===== config.mk =====
export PLATFORM = sky130hd
export DESIGN_NAME = fifo_queue_with_membership_search_unit
export DESIGN_NICKNAME = d
export VERILOG_FILES = /design/src/rtl/fqms_pkg.sv /design/src/rtl/fifo_queue_with_membership_search_unit.sv
export VERILOG_INCLUDE_DIRS = /design/src /design/src/rtl
export SDC_FILE = /design/constraint.sdc
export NUM_CORES = 2
export LEC_CHECK = 0
export BUFFER_PORTS_ARGS = -buffer_cell sky130_fd_sc_hd__buf_2
export CORE_AREA = 2 2 523 525
export CTS_CLUSTER_SIZE = 30
export DETAILED_ROUTE_END_ITERATION = 10
export DIE_AREA = 0 0 525 527
export GPL_ROUTABILITY_DRIVEN = 0
export PLACE_DENSITY = 0.43
export SYNTH_ARGS = -nofsm -noshare
export SYNTH_HDL_FRONTEND = slang
export SYNTH_SLANG_ARGS = --single-unit

===== constraint.sdc =====
create_clock -name i_clk -period 6 [get_ports i_clk]
set_input_delay 1.2 -clock i_clk [delete_from_list [all_inputs] [get_ports i_clk]]
set_output_delay 1.2 -clock i_clk [all_outputs]
set_load 0.005 [all_outputs]

===== src/rtl/assert_macros.svh =====
// Assertion macros shared by the RTL of the queue block.
// Depends on a clock named i_clk and an active-low reset named i_rst_n in the using module.
`ifndef ASSERT_MACROS_SVH
`define ASSERT_MACROS_SVH

// Same-cycle implication, checked outside reset.
`define ASSERT_IMPLIES(label, ante, cons) \
    label: assert property (@(posedge i_clk) disable iff (!i_rst_n) (ante) |-> (cons)) \
        else $error("assertion failed");

// Next-cycle implication, checked outside reset.
`define ASSERT_NEXT(label, ante, cons) \
    label: assert property (@(posedge i_clk) disable iff (!i_rst_n) (ante) |=> (cons)) \
        else $error("assertion failed");

`endif


===== src/rtl/fqms_pkg.sv =====
// Package of the FIFO queue with membership search: item types, codes and default depth.
// Depends on nothing; used by the top level.
package fqms_pkg;

    localparam int QUEUE_DEPTH = 64;
    localparam int DATA_W      = 32;
    localparam int CNT_W       = $clog2(QUEUE_DEPTH + 1);

    typedef enum logic [1:0] {
        REQ_PUSH   = 2'd0,
        REQ_POP    = 2'd1,
        REQ_SEARCH = 2'd2,
        REQ_NOP    = 2'd3
    } t_req;

    typedef enum logic [1:0] {
        ST_OK    = 2'd0,
        ST_FULL  = 2'd1,
        ST_EMPTY = 2'd2
    } t_status;

    typedef enum logic [1:0] {
        S_IDLE,
        S_POP_FILL,
        S_SCAN,
        S_EMIT
    } t_state;

    typedef struct packed {
        logic [1:0]               req_type;
        logic signed [DATA_W-1:0] data_value;
    } t_in_item;

    typedef struct packed {
        logic signed [DATA_W-1:0] out_value;
        logic                     found;
        logic                     is_empty_flag;
        logic [CNT_W-1:0]         entry_count;
        logic [1:0]               status;
    } t_out_item;

endpackage


===== src/rtl/fifo_queue_with_membership_search_unit.sv =====
// Sequence: push, failed pop, no-op and empty-queue search items go from S_IDLE straight to
// S_EMIT; a successful pop passes through S_POP_FILL, a search through S_SCAN. S_EMIT loads
// the output register once it is free. Only one item is in flight; o_in_stall holds the input
// outside S_IDLE, and the next item is taken the cycle after a result loads.
// Reset (synchronous, active low) clears head, count, sequencer state and output valid only.
// File holds the top level; depends on fqms_pkg and assert_macros.svh.
`include "assert_macros.svh"

module fifo_queue_with_membership_search_unit
    import fqms_pkg::*;
#(
    parameter int P_DEPTH = QUEUE_DEPTH
) (
    input  logic      i_clk,
    input  logic      i_rst_n,
    input  logic      i_in_valid,
    output logic      o_in_stall,
    input  t_in_item  i_in_item,
    output logic      o_out_valid,
    input  logic      i_out_stall,
    output t_out_item o_out_item
);

    // Address width of the ring and width of the live count (which must hold P_DEPTH itself).
    localparam int AW = $clog2(P_DEPTH);
    localparam int CW = $clog2(P_DEPTH + 1);
    localparam logic [CW:0]   DEPTH_SUM = (CW + 1)'(P_DEPTH);
    localparam logic [CW-1:0] DEPTH_CNT = CW'(P_DEPTH);
    localparam logic [AW-1:0] LAST_SLOT = AW'(P_DEPTH - 1);

    // The entries live in a single synchronous memory with one write and one read port.
    // The memory is not cleared, since only written entries are ever compared or reported.
    logic [DATA_W-1:0] r_mem [P_DEPTH];
    logic [DATA_W-1:0] r_rd_data;

    // Sequencer state. The front value is cached in r_front so that every result can
    // report it without a memory read; a pop refreshes it from the memory.
    t_state            r_state, n_state;
    logic [AW-1:0]     r_head, n_head;
    logic [CW-1:0]     r_count, n_count;
    logic [DATA_W-1:0] r_front, n_front;
    logic [DATA_W-1:0] r_key, n_key;
    logic [AW-1:0]     r_ptr, n_ptr;
    logic [CW-1:0]     r_idx, n_idx;
    t_out_item         r_res, n_res;
    t_out_item         r_out;
    logic              r_out_valid;

    logic              w_accept;
    logic              w_out_free;
    logic              w_load;
    logic              w_wr_en;
    logic [AW-1:0]     w_wr_addr;
    logic [AW-1:0]     w_rd_addr;
    logic [CW:0]       w_tail_sum;
    logic [AW-1:0]     w_tail;
    t_req              w_req;

    function automatic logic [AW-1:0] f_next_slot(input logic [AW-1:0] slot);
        return (slot == LAST_SLOT) ? '0 : slot + AW'(1);
    endfunction

    assign o_in_stall  = (r_state != S_IDLE);
    assign w_accept    = i_in_valid && !o_in_stall;
    assign w_out_free  = !r_out_valid || !i_out_stall;
    assign o_out_valid = r_out_valid;
    assign o_out_item  = r_out;
    assign w_req       = t_req'(i_in_item.req_type);

    // The tail slot is head plus count, wrapped once; the sum stays below twice the depth.
    assign w_tail_sum = (CW + 1)'(r_head) + (CW + 1)'(r_count);
    assign w_tail     = (w_tail_sum >= DEPTH_SUM) ? AW'(w_tail_sum - DEPTH_SUM)
                                                  : AW'(w_tail_sum);

    // Next-state logic of the sequencer.
    always_comb begin
        n_state   = r_state;
        n_head    = r_head;
        n_count   = r_count;
        n_front   = r_front;
        n_key     = r_key;
        n_ptr     = r_ptr;
        n_idx     = r_idx;
        n_res     = r_res;
        w_wr_en   = 1'b0;
        w_wr_addr = w_tail;
        w_rd_addr = r_ptr;
        w_load    = 1'b0;

        unique case (r_state)
            S_IDLE: begin
                if (w_accept) begin
                    n_res.found  = 1'b0;
                    n_res.status = ST_OK;
                    n_res.out_value = (r_count == '0) ? '0 : $signed(r_front);
                    n_state = S_EMIT;
                    unique case (w_req)
                        REQ_PUSH: begin
                            if (r_count == DEPTH_CNT) begin
                                n_res.status = ST_FULL;
                            end else begin
                                w_wr_en = 1'b1;
                                n_count = r_count + CW'(1);
                                if (r_count == '0) begin
                                    n_front         = i_in_item.data_value;
                                    n_res.out_value = i_in_item.data_value;
                                end
                            end
                        end
                        REQ_POP: begin
                            if (r_count == '0) begin
                                n_res.status = ST_EMPTY;
                            end else begin
                                // Fetch the new front entry; it is in r_rd_data in S_POP_FILL.
                                n_head    = f_next_slot(r_head);
                                n_count   = r_count - CW'(1);
                                w_rd_addr = f_next_slot(r_head);
                                n_state   = S_POP_FILL;
                            end
                        end
                        REQ_SEARCH: begin
                            if (r_count != '0) begin
                                // Start the walk at the head; one entry is compared per cycle.
                                n_key     = i_in_item.data_value;
                                w_rd_addr = r_head;
                                n_ptr     = f_next_slot(r_head);
                                n_idx     = CW'(1);
                                n_state   = S_SCAN;
                            end
                        end
                        REQ_NOP: begin
                        end
                    endcase
                    n_res.entry_count   = CNT_W'(n_count);
                    n_res.is_empty_flag = (n_count == '0);
                end
            end
            S_POP_FILL: begin
                n_front = r_rd_data;
                n_state = S_EMIT;
            end
            S_SCAN: begin
                // r_rd_data holds the entry at offset r_idx - 1 from the head.
                if (r_rd_data == r_key) begin
                    n_res.found = 1'b1;
                    n_state     = S_EMIT;
                end else if (r_idx == r_count) begin
                    n_state = S_EMIT;
                end else begin
                    w_rd_addr = r_ptr;
                    n_ptr     = f_next_slot(r_ptr);
                    n_idx     = r_idx + CW'(1);
                end
            end
            S_EMIT: begin
                if (w_out_free) begin
                    w_load  = 1'b1;
                    n_state = S_IDLE;
                end
            end
        endcase
    end

    always_ff @(posedge i_clk) begin
        if (w_wr_en) begin
            r_mem[w_wr_addr] <= i_in_item.data_value;
        end
        r_rd_data <= r_mem[w_rd_addr];
    end

    always_ff @(posedge i_clk) begin
        if (!i_rst_n) begin
            r_state     <= S_IDLE;
            r_head      <= '0;
            r_count     <= '0;
            r_out_valid <= 1'b0;
        end else begin
            r_state <= n_state;
            r_head  <= n_head;
            r_count <= n_count;
            if (w_load) begin
                r_out_valid <= 1'b1;
            end else if (!i_out_stall) begin
                r_out_valid <= 1'b0;
            end
        end
    end

    always_ff @(posedge i_clk) begin
        r_front <= n_front;
        r_key   <= n_key;
        r_ptr   <= n_ptr;
        r_idx   <= n_idx;
        r_res   <= n_res;
        if (w_load) begin
            r_out <= r_res;
        end
    end

    `ASSERT_IMPLIES(a_count_range, 1'b1, r_count <= DEPTH_CNT)
    `ASSERT_IMPLIES(a_scan_bounds, r_state == S_SCAN, (r_count != '0) && (r_idx <= r_count))
    `ASSERT_NEXT(a_pop_refill, w_accept && (w_req == REQ_POP) && (r_count != '0),
                 r_state == S_POP_FILL)
    `ASSERT_IMPLIES(a_load_from_emit, $rose(r_out_valid), $past(r_state) == S_EMIT)

endmodule

# --- Word level (Yosys, flattened, before mapping) ---
# Memories as Yosys holds them, arrays and structs flattened. A register that Yosys moved wholly into a read port is not among the register bits.
# Cells that the tools add are included.
word_totals:
  inputBits: 38
  memories: 1
  ff_bits: 179
  ram_bits: 2048
  output_inout_bits: 45
op_classes:
  addsub: 7
  n_eq_ne: 22
  muxes: 58
  n_bitwise: 1
  order_cmp: 1
  reduce_logical: 20
memory_table:
  columns: ["memory", "depth", "width", "read_ports", "rd_ports_with_merged_regs", "write_ports", "line", "source"]
  rows:
  - ["r_mem", 64, 32, 1, 1, 1, "fifo_queue_with_membership_search_unit.sv:33", "logic [DATA_W-1:0] r_mem [P_DEPTH];"]
ops:
  columns: ["op", "n"]
  rows:
  - ["32-bit 2-to-1 mux", 8]
  - ["6-bit 2-to-1 mux", 12]
  - ["32-bit case mux with 2 select lines", 1]
  - ["7-bit 2-to-1 mux", 9]
  - ["32-bit equality test", 1]
  - ["7-bit case mux with 2 select lines", 2]
  - ["6-bit case mux with 2 select lines", 2]
  - ["2-bit inequality test (second input constant)", 8]
  - ["7-bit by 1-bit adder with 7-bit output (second input constant)", 2]
  - ["7-bit logical NOT", 2]
  - ["1-bit 2-to-1 mux", 13]
  - ["6-bit by 1-bit adder with 6-bit output (second input constant)", 2]
  - ["6-bit equality test (second input constant)", 2]
  - ["2-bit 2-to-1 mux", 6]
  - ["11-bit 2-to-1 mux", 1]
  - ["6-bit by 7-bit adder with 8-bit output", 1]
  - ["8-bit by 7-bit greater-or-equal comparator with 1-bit output (second input constant)", 1]
  - ["2-bit case mux with 2 select lines", 2]
  - ["2-bit case mux with 4 select lines", 1]
  - ["4-bit AND reduction", 2]
  - ["7-bit equality test", 1]
  - ["7-bit equality test (second input constant)", 1]
  - ["7-bit nonzero test", 1]
  - ["7-bit by 1-bit subtractor with 7-bit output (second input constant)", 1]
  - ["other kinds (16)", 27]

# --- Depth between registers and ports, before layout ---
depth:
  ltp_word: 8
  ltp_mapped: 16
  ltp_nobuf: 10

# --- Least setup slack after synthesis ---
# No wires, ideal clock.
synth_path:
  path_type: "input to register"
  startpoint: "in i_in_item[32] in the netlist's numbering"
  endpoint: "reg r_key[0], enable pin"
  setup_time_ns: 0.461
  setup_slack_ns: 1.566
  stages: 5
  required_ns: 5.539
  t_arrival_ns: 3.973
  path_cell_list: "inv_1 > ha_1 > clkbuf_1 > inv_1 > nor3_1"
synth_via:
  elab_chain_len: 2
synth_rtl:
  columns: ["element", "line", "source"]
  rows:
  - ["start: declaration", "fifo_queue_with_membership_search_unit.sv:18", "input t_in_item i_in_item,"]
  - ["2-bit equality test", "fifo_queue_with_membership_search_unit.sv:97", "unique case (w_req)"]
  - ["4-bit AND reduction (no source line)", null, null]
  - ["end signal: assignment", "fifo_queue_with_membership_search_unit.sv:191", "r_key <= n_key;"]
  - ["end: declaration", "fifo_queue_with_membership_search_unit.sv:42", "logic [DATA_W-1:0] r_key, n_key;"]
# No other way between the ends.
# A chain may end at the register's enable or synchronous reset.

# --- Final worst setup path ---
layout_path:
  startpoint: "reg r_count[0]"
  endpoint: "reg r_rd_data[11] (read register of r_mem)"
layout_via:
  elab_chain_len: 5
  elab_cells_between_ends: 7
  classes_between: "5 x mux; 2 x reduce/logical"
layout_rtl:
  columns: ["element", "line", "source"]
  rows:
  - ["start: declaration", "fifo_queue_with_membership_search_unit.sv:40", "logic [CW-1:0] r_count, n_count;"]
  - ["start signal: assignment", "fifo_queue_with_membership_search_unit.sv:180", "r_count <= n_count;"]
  - ["7-bit nonzero test or 7-bit logical NOT (tied branches)", "fifo_queue_with_membership_search_unit.sv:122, fifo_queue_with_membership_search_unit.sv:111", null]
  - ["6-bit 2-to-1 mux (on tied branches)", "fifo_queue_with_membership_search_unit.sv:122, fifo_queue_with_membership_search_unit.sv:111", null]
  - ["6-bit case mux with 2 select lines (*)", "fifo_queue_with_membership_search_unit.sv:97", null]
  - ["6-bit 2-to-1 mux (*)", "fifo_queue_with_membership_search_unit.sv:92", "if (w_accept) begin"]
  - ["6-bit 2-to-1 mux (*)", null, null]
  - ["end: declaration", "fifo_queue_with_membership_search_unit.sv:34", "logic [DATA_W-1:0] r_rd_data;"]
# Every way passes the cells marked *; elsewhere a longest branch is shown, timed or not.

==> impl_metrics.csv <==
group,metric,value,unit
power,clockPowerShare,34.1,%
yosys,netlist_area,89100,um^2
layout,final_util,38.00,%
drt,avgRoutedWirePerCell,30.51,um
yosys,synth.net_count,5937,
yosys,ys_seq_area_share,75.60,%
place,placed_cell_area,95840,um^2
critical_path,worstPathRequired,6780,ps
clock_tree,cts_tree,"built",
critical_path,endpoint_kind,"register",
status,outcome,"finished, final reports clean",
worst_hold_path,hold_start,"r_res[33]",
floorplanning,start_util,32.79,%
yosys,ys_seq_elements,2259,
global_routing,track_usage,21.50,%
sta,rsz0062_at_grt,"false",
yosys,ys_top_cells_by_count,"edfxtp_1 (2211), nand2_1 (1235), mux2i_1 (583), nand3_1 (536), clkbuf_1 (161)",
power,power_per_cell_area,398.5,nW/um^2
power,p_leak,34.83,nW
worst_hold_path,holdPathEnd,"o_out_item[33]",
clock_tree,htreeDepth,4,
sta,timing.setup.tns,0,ps
drt,drtIter0Drc,5493,
yosys,ys_types,71,
place,dp.cells,9485,
critical_path,crit-reg2reg-launch,"r_count[0]",
layout,final_nets,6191,
drt,met1_length,136300,um
drt,met2_length,144200,um
clock_tree,clockBufferDepth,3,
floorplanning,core_area,271700,um^2
sta,skew,62.92,ps
critical_path,critPathKind,"register to register",
yosys,yosysMostFrequentCell,"edfxtp_1",
layout,drive_above_1_share,13.15,%
yosys,yosysWarnings,0,
layout,fin_cells,9942,
clock_tree,post_cts_buffers,0,
clock_tree,clock-sinks,2259,
yosys,synth-main-ff-cell,"edfxtp_1",
global_routing,grt_pass1_wl,420100,um
yosys,async_flop_share,0,%
yosys,synth_cells,5881,
yosys,synth_edf_count,2211,
drt,viasPerCell,5.278,
power,p_int,28.38,mW
drt,top_layer_used,"met5",
layout,n_fill_cell,25350,
critical_path,r2r-end,"r_rd_data[11]",
drt,met3WireLength,15820,um
sta,tightest_slew,1167,ps
drt,drc,0,
critical_path,worst-path-max-fanout,14,
drt,firstDrtPassIters,5,
power,power.share.switching,31.01,%
job,max-cap-violations,0,
power,power.switching,12.76,mW
floorplanning,die_x,525,um
sta,clock.fmax,0.2043,GHz
power,seq_power_share,44.7,%
yosys,yosys.area.top_type,"edfxtp_1",
global_routing,grt_max_degree,122,
critical_path,reg2reg_depth,12,
floorplanning,rows,192,
global_routing,first_global_vias,51130,
clock_tree,hold_buffers,0,
place,dpl.hpwl,183000,um
global_routing,grt-ovfl-total,0,
clock_tree,ctsResizeCount,0,
worst_hold_path,hold_path_class,"register to register",
sta,hold_violations,0,
yosys,synth_area_leaders,"edfxtp_1 (75%), mux2i_1 (6.5%), nand2_1 (5.2%)",
clock_tree,clk_pin_slew,60,ps
critical_path,cp_data_arrival_time,5680,ps
clock_tree,cts_buffers,237,
sta,max_slew_margin,22.23,%
sta,setup_violations,0,
floorplanning,die_area,276700,um^2
yosys,synth_top_area_share,74.52,%
clock_tree,clock_tree.root_cell,"clkbuf_16",
drt,final_antenna_net_count,0,
critical_path,critPathLaunchType,"register",
floorplanning,ios,83,
drt,vias,52470,
layout,stdcell_area,103200,um^2
yosys,syn_area_per_cell,15.15,um^2
place,io_buffers,82,
worst_hold_path,hold_path_depth,0,
critical_path,r2r_slack,1110,ps
sta,finalCritPeriodShare,81.58,%
floorplanning,die_y,527,um
drt,drt-total-wl,303300,um
sta,layout_min_cycle_time,4895,ps
sta,drv_slew,0,
layout,area_delta_synth_final,15.87,%
clock_tree,clk_latency,900,ps
power,pwr-share-comb,21.2,%
global_routing,antenna_found_initial,31,
power,irDropWorstVdd,0.0003588,V
[worst max-delay path: stages (launching register included)]
cell and delay [ps]:
dfxtp_1 500, inv_1 130, ha_1 210, or3b_1 530, o31ai_4 550, nand2_1 350, a21oi_4 750, buf_4 240
buf_4 120, nand3_1 70, nand4_1 150, nand3_1 660, and4_1 500
[cell families after synthesis]
family,count (synthesis),synth area share (%)
compound gates,409,3.633
fa+ha+maj,18,0.2612
mux,641,7.523
buf+inv,374,1.915
simple gates,2119,10.47
xor+xnor,61,0.5996
flops,2259,75.60
[layer usage]
metal	vias to the layer above	track usage (%)
met5	-	0
met4	10	5.392
met3	331	2.731
met2	1587	35.37
met1	27570	30.07
li1	22970	-
[through the flow]
step	setup slack (ps)	hold WS, ps	total power, mW
final	1105	416.6	41.14
after global routing	925.2	421.8	42.55
after global placement	513.7	403.8	27.53
after detailed placement	512.9	404.5	27.51
after CTS	1121	417.5	41.50
after floorplan	1566	400.3	23.19
[registers in the layout (all words and copies together), names as in the netlist]
signal	count
r_res	43
r_rd_data	32
r_head	6
o_out_item	43
r_count	7
r_idx	7
r_ptr	6
r_front	32
o_out_valid	1
r_state	2
r_key	32
r_mem	2048
[cells in the final DEF (no fill, tap or decap), types with 9 or more instances in the layout]
cell / n
clkinv_1: 68
a41oi_1: 9
and3_1: 34
o22ai_1: 9
clkinv_2: 37
buf_4: 238
dfxtp_1: 48
nand3_1: 536
clkbuf_1: 63
nor2_1: 36
xnor2_1: 51
nand4_1: 131
diode_2: 11
mux2i_1: 583
buf_2: 77
mux2_2: 39
nor3_1: 9
nand3b_1: 21
a21oi_1: 24
xor2_1: 10
o2111ai_1: 53
a221oi_1: 44
nor2_4: 65
and4_1: 21
edfxtp_1: 2211
clkbuf_16: 239
nand2_1: 1232
buf_12: 57
o21ai_0: 33
clkbuf_8: 16
mux4_2: 19
inv_1: 16
a22oi_1: 10
ha_1: 16
a32oi_1: 101
a31oi_1: 38
[how the worst max path moves through the flow]
stage,from,endpoint,cells past startpoint
floorplan,i_in_item[32],r_key[0],5
global placement,i_in_item[32],r_rd_data[15],16
detailed placement,i_in_item[32],r_rd_data[15],16
CTS,r_count[0],r_rd_data[15],14
global route,r_count[0],r_rd_data[15],14
finish,r_count[0],r_rd_data[11],12
[area by class of cell]
type	count	area, um^2	area share [%]
Antenna cell	11	27.53	0.02666
Clock buffer	318	6437	6.235
Clock inverter	128	930.9	0.9017
Inverter	17	63.81	0.06181
Multi-Input combinational cell	3248	20620	19.98
Sequential cell	2259	67350	65.24
Tap cell	3589	4491	4.350
Timing Repair Buffer	372	3313	3.209
[power by group through the flow]
stage	clock (mW)	combinational [mW]	sequential [mW]
final	14.0	8.72	18.4
after floorplan	0	4.87	18.3
after global routing	14.9	9.26	18.4
after global placement	0	8.78	18.7
after CTS	14.3	8.80	18.4
after detailed placement	0	8.78	18.7
Power figures use the tool's default switching activity.
